--- src/rtl/mbd_pkg.sv ---
// types and constants shared by the button debouncer modules
// no dependencies; compiled first
`timescale 1ns / 1ps

package mbd_pkg;

    // button set and field widths
    localparam int BUTTON_COUNT = 4;
    localparam int IDX_W        = 2;
    localparam int TICKS_W      = 20;

    // apb register map
    localparam int   ADDR_W          = 3;
    localparam int   DATA_W          = 32;
    localparam logic REG_IDX_DEBOUNCE = 1'b0;

    localparam logic [TICKS_W-1:0] DEBOUNCE_RESET = 20'd20000;

    // input command codes
    localparam logic CMD_PIN  = 1'b0;
    localparam logic CMD_TICK = 1'b1;

    // one input item
    typedef struct packed {
        logic             command;
        logic [IDX_W-1:0] button_index;
        logic             pin_level;
    } in_item_t;

    // one result item
    typedef struct packed {
        logic [IDX_W-1:0]        changed_button;
        logic [BUTTON_COUNT-1:0] pressed_mask;
        logic                    last_of_run;
    } out_item_t;

    // all commits of one tick, handed to the emitter
    typedef struct packed {
        logic [BUTTON_COUNT-1:0] expired;
        logic [BUTTON_COUNT-1:0] old_mask;
        logic [BUTTON_COUNT-1:0] new_mask;
    } run_t;

endpackage

--- src/rtl/multi_button_debouncer.sv ---
// top level of the four-button debouncer: input register, per-button timers, apb register
// depends on mbd_pkg and mbd_emit
`timescale 1ns / 1ps

// Debounces four active-low buttons. An input transfer is either a pin change
// (button index and raw level) or a time tick. A changed level restarts that
// button's timer at debounce_ticks (apb byte address 0, 20 bits, reset 20000,
// zero acts as one); a tick counts every armed timer down, and each timer that
// reaches zero commits its button and yields one result carrying the index and
// the whole pressed mask, in ascending button order with the last one flagged.
// An item is taken into an input register and processed from there, so one
// item per cycle is accepted unless item_stall holds it. Results leave at one
// per cycle while result_stall is low, through a two-run queue; a tick that
// commits buttons waits in the input register while that queue is full.

module multi_button_debouncer (
    input  logic                       clk,
    input  logic                       rst_n,
    input  logic                       item_valid,
    output logic                       item_stall,
    input  mbd_pkg::in_item_t          item,
    output logic                       result_valid,
    input  logic                       result_stall,
    output mbd_pkg::out_item_t         result,
    input  logic                       psel,
    input  logic                       penable,
    input  logic                       pwrite,
    input  logic [mbd_pkg::ADDR_W-1:0] paddr,
    input  logic [mbd_pkg::DATA_W-1:0] pwdata,
    output logic [mbd_pkg::DATA_W-1:0] prdata,
    output logic                       pready
);
    import mbd_pkg::*;

    logic                    in_valid_reg, in_valid_next;
    in_item_t                in_reg;
    logic [TICKS_W-1:0]      ticks_reg;
    logic [BUTTON_COUNT-1:0] committed_reg, committed_next;
    logic [BUTTON_COUNT-1:0] pending_reg, pending_next;
    logic [BUTTON_COUNT-1:0] armed_reg, armed_next;
    logic [TICKS_W-1:0]      cnt_reg [BUTTON_COUNT];
    logic [TICKS_W-1:0]      cnt_next [BUTTON_COUNT];

    logic [TICKS_W-1:0]      dec [BUTTON_COUNT];
    logic [BUTTON_COUNT-1:0] expire;
    logic [BUTTON_COUNT-1:0] armed_zero;
    logic [TICKS_W-1:0]      arm_val;
    logic                    accept;
    logic                    proc_ok;
    logic                    proc_fire;
    logic                    is_tick;
    logic                    new_pend;
    logic                    run_push;
    logic                    run_full;
    logic                    cfg_write;
    run_t                    run_in;

    // apb register port
    assign pready    = 1'b1;
    assign cfg_write = psel && penable && pwrite && (paddr[2] == REG_IDX_DEBOUNCE);
    assign prdata    = (paddr[2] == REG_IDX_DEBOUNCE) ? DATA_W'(ticks_reg) : '0;

    // input handshake
    assign is_tick    = (in_reg.command == CMD_TICK);
    assign proc_ok    = !is_tick || (expire == '0) || !run_full;
    assign proc_fire  = in_valid_reg && proc_ok;
    assign item_stall = in_valid_reg && !proc_ok;
    assign accept     = item_valid && !item_stall;
    assign in_valid_next = accept || (in_valid_reg && !proc_ok);

    // per-button countdown and expiry on a tick
    always_comb
    begin
        for (int i = 0; i < BUTTON_COUNT; i++)
        begin
            dec[i] = cnt_reg[i] - {{(TICKS_W-1){1'b0}}, (cnt_reg[i] != '0)};
            expire[i] = armed_reg[i] && (dec[i] == '0);
            armed_zero[i] = armed_reg[i] && (cnt_reg[i] == '0);
        end
    end

    // state update for the item in the input register
    always_comb
    begin
        arm_val        = (ticks_reg == '0) ? TICKS_W'(1) : ticks_reg;
        new_pend       = ~in_reg.pin_level;
        committed_next = committed_reg;
        pending_next   = pending_reg;
        armed_next     = armed_reg;
        cnt_next       = cnt_reg;

        if (proc_fire && !is_tick)
        begin
            pending_next[in_reg.button_index] = new_pend;
            if (new_pend != committed_reg[in_reg.button_index])
            begin
                cnt_next[in_reg.button_index]   = arm_val;
                armed_next[in_reg.button_index] = 1'b1;
            end
            else
            begin
                cnt_next[in_reg.button_index]   = '0;
                armed_next[in_reg.button_index] = 1'b0;
            end
        end
        else if (proc_fire)
        begin
            for (int i = 0; i < BUTTON_COUNT; i++)
            begin
                if (armed_reg[i])
                begin
                    cnt_next[i] = dec[i];
                end
                if (expire[i])
                begin
                    armed_next[i]     = 1'b0;
                    committed_next[i] = pending_reg[i];
                end
            end
        end
    end

    // hand the commits of a tick to the emitter
    assign run_push        = proc_fire && is_tick && (expire != '0);
    assign run_in.expired  = expire;
    assign run_in.old_mask = committed_reg;
    assign run_in.new_mask = committed_next;

    mbd_emit u_emit (
        .clk          (clk),
        .rst_n        (rst_n),
        .run_push     (run_push),
        .run_in       (run_in),
        .run_full     (run_full),
        .result_valid (result_valid),
        .result_stall (result_stall),
        .result       (result)
    );

    // control and state registers
    always_ff @(posedge clk or negedge rst_n)
    begin
        if (!rst_n)
        begin
            in_valid_reg  <= 1'b0;
            ticks_reg     <= DEBOUNCE_RESET;
            committed_reg <= '0;
            pending_reg   <= '0;
            armed_reg     <= '0;
            for (int i = 0; i < BUTTON_COUNT; i++)
            begin
                cnt_reg[i] <= '0;
            end
        end
        else
        begin
            in_valid_reg  <= in_valid_next;
            committed_reg <= committed_next;
            pending_reg   <= pending_next;
            armed_reg     <= armed_next;
            cnt_reg       <= cnt_next;
            if (cfg_write)
            begin
                ticks_reg <= pwdata[TICKS_W-1:0];
            end
        end
    end

    // input payload register
    always_ff @(posedge clk)
    begin
        if (accept)
        begin
            in_reg <= item;
        end
    end

    // a pin change never alters the committed mask
    assert property (@(posedge clk) disable iff (!rst_n)
        (proc_fire && !is_tick) |=> (committed_reg == $past(committed_reg)))
        else $error("committed mask changed on a pin change");

    // an armed timer always holds a nonzero count
    assert property (@(posedge clk) disable iff (!rst_n)
        (armed_zero == '0))
        else $error("armed timer with zero count");

    // a run is never pushed into a full queue
    assert property (@(posedge clk) disable iff (!rst_n)
        run_push |-> !run_full)
        else $error("commit run pushed into full queue");

endmodule

--- src/rtl/mbd_emit.sv ---
// result emitter: queues the commit runs of ticks and sends one result per transfer
// depends on mbd_pkg
`timescale 1ns / 1ps

module mbd_emit (
    input  logic              clk,
    input  logic              rst_n,
    input  logic              run_push,
    input  mbd_pkg::run_t     run_in,
    output logic              run_full,
    output logic              result_valid,
    input  logic              result_stall,
    output mbd_pkg::out_item_t result
);
    import mbd_pkg::*;

    run_t                    q_reg [2];
    logic                    wr_ptr_reg, wr_ptr_next;
    logic                    rd_ptr_reg, rd_ptr_next;
    logic [1:0]              cnt_reg, cnt_next;
    logic [BUTTON_COUNT-1:0] done_reg, done_next;
    logic                    out_valid_reg, out_valid_next;
    out_item_t               out_reg, out_next;

    run_t                    head;
    logic [BUTTON_COUNT-1:0] remaining;
    logic [BUTTON_COUNT-1:0] sel_bit;
    logic [BUTTON_COUNT-1:0] le_mask;
    logic [IDX_W-1:0]        sel_idx;
    logic                    load;
    logic                    last;
    logic                    pop;

    assign run_full     = (cnt_reg == 2'd2);
    assign result_valid = out_valid_reg;
    assign result       = out_reg;

    // lowest pending commit of the head run
    always_comb
    begin
        head      = q_reg[rd_ptr_reg];
        remaining = head.expired & ~done_reg;
        sel_idx   = '0;
        for (int i = BUTTON_COUNT - 1; i >= 0; i--)
        begin
            if (remaining[i])
            begin
                sel_idx = IDX_W'(i);
            end
        end
        for (int i = 0; i < BUTTON_COUNT; i++)
        begin
            sel_bit[i] = (IDX_W'(i) == sel_idx);
            le_mask[i] = (IDX_W'(i) <= sel_idx);
        end
        last = ((remaining & ~sel_bit) == '0);
    end

    // output register load and queue pointers
    always_comb
    begin
        load           = (cnt_reg != 2'd0) && (!out_valid_reg || !result_stall);
        pop            = load && last;
        out_valid_next = out_valid_reg;
        out_next       = out_reg;
        done_next      = done_reg;
        wr_ptr_next    = wr_ptr_reg;
        rd_ptr_next    = rd_ptr_reg;
        cnt_next       = cnt_reg;

        if (out_valid_reg && !result_stall)
        begin
            out_valid_next = 1'b0;
        end
        if (load)
        begin
            out_valid_next          = 1'b1;
            out_next.changed_button = sel_idx;
            out_next.pressed_mask   = (head.new_mask & le_mask) | (head.old_mask & ~le_mask);
            out_next.last_of_run    = last;
            done_next               = pop ? '0 : (done_reg | sel_bit);
        end
        if (pop)
        begin
            rd_ptr_next = ~rd_ptr_reg;
        end
        if (run_push)
        begin
            wr_ptr_next = ~wr_ptr_reg;
        end
        if (run_push && !pop)
        begin
            cnt_next = cnt_reg + 2'd1;
        end
        else if (pop && !run_push)
        begin
            cnt_next = cnt_reg - 2'd1;
        end
    end

    // control registers
    always_ff @(posedge clk or negedge rst_n)
    begin
        if (!rst_n)
        begin
            wr_ptr_reg    <= 1'b0;
            rd_ptr_reg    <= 1'b0;
            cnt_reg       <= 2'd0;
            done_reg      <= '0;
            out_valid_reg <= 1'b0;
        end
        else
        begin
            wr_ptr_reg    <= wr_ptr_next;
            rd_ptr_reg    <= rd_ptr_next;
            cnt_reg       <= cnt_next;
            done_reg      <= done_next;
            out_valid_reg <= out_valid_next;
        end
    end

    // payload registers
    always_ff @(posedge clk)
    begin
        out_reg <= out_next;
        if (run_push)
        begin
            q_reg[wr_ptr_reg] <= run_in;
        end
    end

endmodule

--- config.mk ---
export PLATFORM = sky130hd
export DESIGN_NAME = multi_button_debouncer
export DESIGN_NICKNAME = d
export VERILOG_FILES = /design/src/rtl/mbd_pkg.sv /design/src/rtl/multi_button_debouncer.sv /design/src/rtl/mbd_emit.sv
export SDC_FILE = /design/constraint.sdc
export NUM_CORES = 1
export LEC_CHECK = 0
export BUFFER_PORTS_ARGS = -buffer_cell sky130_fd_sc_hd__buf_2
export CORE_AREA = 5 5 145 147
export DETAILED_ROUTE_END_ITERATION = 6
export DIE_AREA = 0 0 150 152
export PLACE_DENSITY = 0.68
export SLEW_MARGIN = 15
export SYNTH_ARGS = -nofsm -noshare
export SYNTH_HDL_FRONTEND = slang
export SYNTH_SLANG_ARGS = --single-unit
--- constraint.sdc ---
create_clock -name clk -period 5.5 [get_ports clk]
set_input_delay 0 -clock clk [delete_from_list [all_inputs] [get_ports clk]]
set_output_delay 0 -clock clk [all_outputs]
set_load 0.005 [all_outputs]
==> run metrics, run 1 <==
crit share post-route=93.2%; Post-synth top cells=dfrtp_1, nand2_1, nor2_1; synthesized cell area=9600 um2; Sequential Power Share=42.0%; Final Max Tran Viols=0; Initial DRC Count=972; TNS Setup=0 ns; Max FO, Critical Path=16; Post-synth EDFFs=33; XOR/XNOR Fraction of Synth Area=3.09%; Max Clock Skew=0.0117 ns; RD Place Congestion=0.927; final worst slack=0.374 ns; # setup viols final=0; mux share of post-synthesis cell area=4.29%; Area Growth Syn to Fin=14.2%; max_cap viols=0; number of CTS-inserted buffers=17; GRT Util Overall=25.2%; Synth cell types=100; status=completed; RSZ-0062 raised after global routing=no; hpwl dp=19.5 mm; Hold WC Path Type=in -> async; core box area=19800 um2; vias in the first global route=8149; Synth Register Bits=155; Fill cells=1757; Max Fclk=0.195 GHz; fin nets=1147; Setup CP Type=reg -> reg; Hold Fails Final Rpt=0; clock share of power=24.3%; antenna cells=0; Reg-to-Reg Start=cnt_reg[44]; clock latency on the worst-skew pair=0.44 ns; largest family of logic cells by synthesized area=simple AND/OR/NAND/NOR gates; top-count cell post-synth=dfrtp_1; PortBufs=60; max FFs per register=80; cell accounting for the most synthesized area=dfrtp_1; P_sw=2.02 mW; vias per inst=6.29; width of the die=150 um; Synth Instances=1028; first-pass GRT wire length=45.5 mm; sequential share of the synthesized area=42.2%; DRC=0; cts repair resizes=0; Yosys top cell area share=30.5%; worst reg2reg endpoint=cnt_reg[47]; VDD IR max=0.252 mV; CTS clk-pin slew, worst paths=0.07 ns; CTS tree=built; Pint=2.94 mW; crit path time final=5.13 ns; Worst Tran Pin Value=1.08 ns; Synth Area in Adders=1.28%; # Post-CTS Setup Buffers=0; gr ovfl total=0; Warnings, synthesis=0; layout cells sized above 1=17.8%; WL/cell=20.7 um; Root Buffer=clkbuf_16; Synth Flop Type=dfrtp_1; full die area=22800 um2; drt first pass iters=5; routed vias=8650; final WL=28.5 mm; Max clock buf depth=2; CTS sink cnt=155; Worst setup SP type=register; Worst Path Arrival=5.45 ns; initial antenna violation count=0; I/O pins=88; simple logic cell fraction of the synthesized area=25.1%; Post-Place Worst Slack=0.478 ns; switch share=40.8%; Synth Area in Compound Gates=19.2%; ys async rst share=78.7%; Worst EP required=5.83 ns; Leakage=4.24 nW; Power Dens Cells=453 nW/um2; hold_buf cts=27; Initial Utilization=48.5%; Final ANT Viol Nets=0; Mapped Avg Cell Area=9.34 um2; Comb power frac=33.7%; Critical Path End Type=register; DIE HEIGHT=152 um; # rows=52; top cells by area, synth=dfrtp_1, edfxtp_1, nand2_1; R2R depth=15; largest net degree at the start of global routing=72; H-tree depth=4; Max-slew headroom=27.6%; r2r setup slk=0.37 ns
layout by cell type (no fill, tap or decap), types with 27 or more instances in the layout:
cell / Yosys / routed
a21oi_1: 39 / 39
buf_2: 15 / 59
dfrtp_1: 117 / 117
dlygate4sd3_1: 0 / 27
edfxtp_1: 33 / 33
nand2_1: 108 / 107
nand3_1: 32 / 32
nor2_1: 88 / 87
nor2b_1: 27 / 27
nor3_1: 31 / 31
o21ai_0: 65 / 65
power by group through the flow:
stage	clock (mW)	sequential (mW)	combinational [mW]
after detailed placement	0	2.08	1.63
final	1.21	2.08	1.67
after floorplan	0	1.77	1.43
after global routing	1.28	2.13	1.85
after global placement	0	2.07	1.61
after CTS	1.22	2.06	1.66
metal layers:
layer	wire length, um	vias up	global-route usage (%)
met3	2280	55	5.39
li1	-	3977	-
met4	765	0	8.02
met2	13300	403	38.3
met5	0	-	0
met1	12100	4215	36.0
logic make-up after synthesis:
kind of cell | count (synthesis)
and+or+nand+nor | 432
AOI/OAI and AO/OA | 266
DFF | 155
buffers and inverters | 97
xor gates and xnor gates | 33
muxes | 33
adders and majority gates | 10
other | 2
layout make-up:
type	instances	area, um2	area share [%]
clock buffer	17	425	3.88
clock inverter	15	171	1.56
inverter	21	78.8	0.719
multi-input combinational	787	5140	46.9
sequential	155	4050	36.9
tap	270	338	3.08
timing repair buffer	110	758	6.92
critical path, stage by stage, from the launching register on:
cell,delay (ns)
dfrtp_1,0.45
or3_1,0.37
nor2_1,0.14
and3_1,0.17
nand3_1,0.08
ha_1,0.22
ha_1,0.31
or3b_2,0.59
nor3_4,0.32
xnor2_1,0.16
o2111ai_1,0.16
a2111oi_2,0.77
o41ai_4,0.34
or3b_1,0.62
nor2_1,0.10
o22a_1,0.21
per-stage QoR:
stage	hold slack [ns]	cells	instance area [um2]	utilization, %	total power, mW
floorplan	-0.296	1039	9640	-	3.21
global placement	0.178	1316	10100	51.0	3.68
detailed placement	0.179	1316	10100	51.0	3.71
CTS	0.264	1375	11000	55.4	4.94
global route	0.276	1375	11000	55.4	5.26
finish	0.233	1375	11000	55.4	4.96
how the worst max path moves through the flow:
stage,start,to,cells after the start
final,cnt_reg[44],cnt_reg[47],15
after floorplan,cnt_reg[45],u_emit.q_reg[0][0],15
after detailed placement,cnt_reg[44],cnt_reg[47],15
after global routing,cnt_reg[44],u_emit.q_reg[1][11],14
after global placement,cnt_reg[44],cnt_reg[47],15
after CTS,cnt_reg[44],cnt_reg[47],15
No activity file was read; power rests on OpenSTA's default activity.
==> run 2: changes to the inputs <==
Settings changed: ABC_AREA set to 1, CORE_AREA 5 5 145 147 to 5 5 157 159, DIE_AREA 0 0 150 152 to 0 0 162 164, MAX_ROUTING_LAYER set to met4, PLACE_DENSITY 0.68 to 0.67, SLEW_MARGIN 15 to 5.
==> run metrics, run 2 <==
crit path time final=4.79 ns; crit share post-route=87.0%; Worst EP required=5.80 ns; antenna cells=0; Final ANT Viol Nets=0; WL/cell=17.4 um; top-count cell post-synth=nand2_1; CTS clk-pin slew, worst paths=0.07 ns; DP Cell Count=2044; Post-synth EDFFs=33; # rows=56; critical path's slowest cell=dfrtp_1; Warnings, synthesis=0; Comb power frac=53.8%; Synth Flop Type=dfrtp_1; RD Place Congestion=0.989; core box area=23100 um2; largest net degree at the start of global routing=74; Post-Layout Cell Count=2103; Hold Fails Final Rpt=0; Root Buffer=clkbuf_16; Sequential Power Share=28.4%; Post-synth top cells=nand2_1, nor2_1, inv_1; # Post-CTS Setup Buffers=0; Synth Register Bits=155; routed vias=11770; DRC=0; Synth cell types=38; Initial Utilization=48.8%; cell accounting for the most synthesized area=dfrtp_1; Max Clock Skew=0.0113 ns; max FFs per register=80; final WL=36.6 mm; Final Max Tran Viols=0; Max-slew headroom=38.4%; CP dominant cell by count=nand2_1; Power Dens Cells=554 nW/um2; clock latency on the worst-skew pair=0.43 ns; drt first pass iters=6; synthesized cell area=11300 um2; max_cap viols=0; Worst Tran Pin Value=0.923 ns; Worst Path Arrival=5.08 ns; commonest non-fill, non-tap cell in the layout=nand2_1; Fill cells=2254; I/O pins=88; switch share=49.9%; Leakage=6.27 nW; Pint=3.48 mW; Setup CP Type=reg -> reg; H-tree depth=4; width of the die=162 um; Max FO, Critical Path=13; sequential share of the synthesized area=35.9%; Max clock buf depth=2; RSZ-0062 raised after global routing=no; r2r setup slk=0.71 ns; Hold WC Path Type=in -> async; Mapped Avg Cell Area=6.45 um2; GRT Util Overall=28.5%; R2R depth=26; initial antenna violation count=0; vias in the first global route=10902; P_sw=3.47 mW; Max Fclk=0.209 GHz; top cells by area, synth=dfrtp_1, nand2_1, edfxtp_1; full die area=26600 um2; # setup viols final=0; Worst setup SP type=register; layout cells sized above 1=9.27%; Area Growth Syn to Fin=11.2%; Largest stage delay, worst path=0.44 ns; PortBufs=60; Yosys top cell area share=26.0%; gr ovfl total=0; clock share of power=17.8%; most frequent cells in the layout=nand2_1, nor2_1, inv_1; number of CTS-inserted buffers=17; worst reg2reg endpoint=u_emit.cnt_reg[1]; VDD IR max=0.215 mV; hpwl dp=24.9 mm; first-pass GRT wire length=58.2 mm; vias per inst=5.60; TNS Setup=0 ns; ys async rst share=78.7%; CTS sink cnt=155; Synth Instances=1749; CTS tree=built; DIE HEIGHT=164 um; Critical Path End Type=register; Reg-to-Reg Start=cnt_reg[24]; Finished Core Util=54.3%; Initial DRC Count=1295; status=completed; fin nets=1855
run 2: logic make-up after synthesis:
logic type / Yosys count / share of synthesized area (%)
adder cells (fa/ha/maj): 9 / 0.998
AND/OR/NAND/NOR: 1038 / 38.9
multiplexers: 3 / 0.266
AO/OA/AOI/OAI: 236 / 11.8
XOR/XNOR: 15 / 1.16
other: 2 / 0.0666
flip-flops: 155 / 35.9
buffers and inverters: 291 / 10.9
run 2: worst max path at each step:
stage	startpoint	end	cells past startpoint
2_1_floorplan	cnt_reg[24]	u_emit.cnt_reg[1]	26
3_3_place_gp	cnt_reg[28]	u_emit.cnt_reg[1]	26
3_5_place_dp	cnt_reg[28]	u_emit.cnt_reg[1]	26
4_1_cts	cnt_reg[24]	u_emit.cnt_reg[1]	26
5_1_grt	cnt_reg[28]	u_emit.cnt_reg[1]	26
6_report	cnt_reg[24]	u_emit.cnt_reg[1]	26
run 2: repair_timing:
item	in CTS	in global routing
hold buffers	27	0
resized for setup	0	0
hold endpoints to repair	84	0
run 2: layout make-up:
type,instances,area [um2],share of cell area (%)
tap,290,363,2.89
timing repair buffer,99,667,5.32
sequential,155,4050,32.3
clock inverter,7,73.8,0.588
inverter,213,800,6.37
multi-input combinational,1314,6050,48.2
clock buffer,25,539,4.30
run 2: layer usage:
metal / vias to the layer above / track usage [%] / part of all wire, %
met5: - / - / 0
met4: 0 / 10.6 / 3.5
met3: 75 / 6.62 / 8.9
met2: 506 / 44.3 / 44
met1: 5450 / 36.6 / 44
li1: 5739 / - / -
run 2: power groups by stage:
stage	logic (mW)	registers, mW	clock network, mW
after detailed placement	3.64	1.97	0
final	3.74	1.97	1.23
after CTS	3.68	1.96	1.24
after floorplan	2.79	1.86	0
after global routing	4.24	2.03	1.29
after global placement	3.60	1.97	0
run 2: through the flow:
stage	worst slack [ns]	area (um2)	hold slack, ns	total power [mW]
6_report	0.714	12500	0.130	6.94
5_1_grt	0.306	12500	0.180	7.56
4_1_cts	0.807	12500	0.140	6.89
3_5_place_dp	0.881	11700	0.0302	5.62
3_3_place_gp	0.951	11700	0.0226	5.57
2_1_floorplan	1.78	11300	-0.296	4.65
run 2: worst max-delay path, delay by kind of cell (launching register included):
family                     cells  cell delay [ns]
AOI/OAI and AO/OA              2             0.22
xor gates and xnor gates       1             0.16
adders and majority gates      3             0.84
buffers and inverters          2             0.16
DFF                            1             0.44
and+or+nand+nor               18             2.83
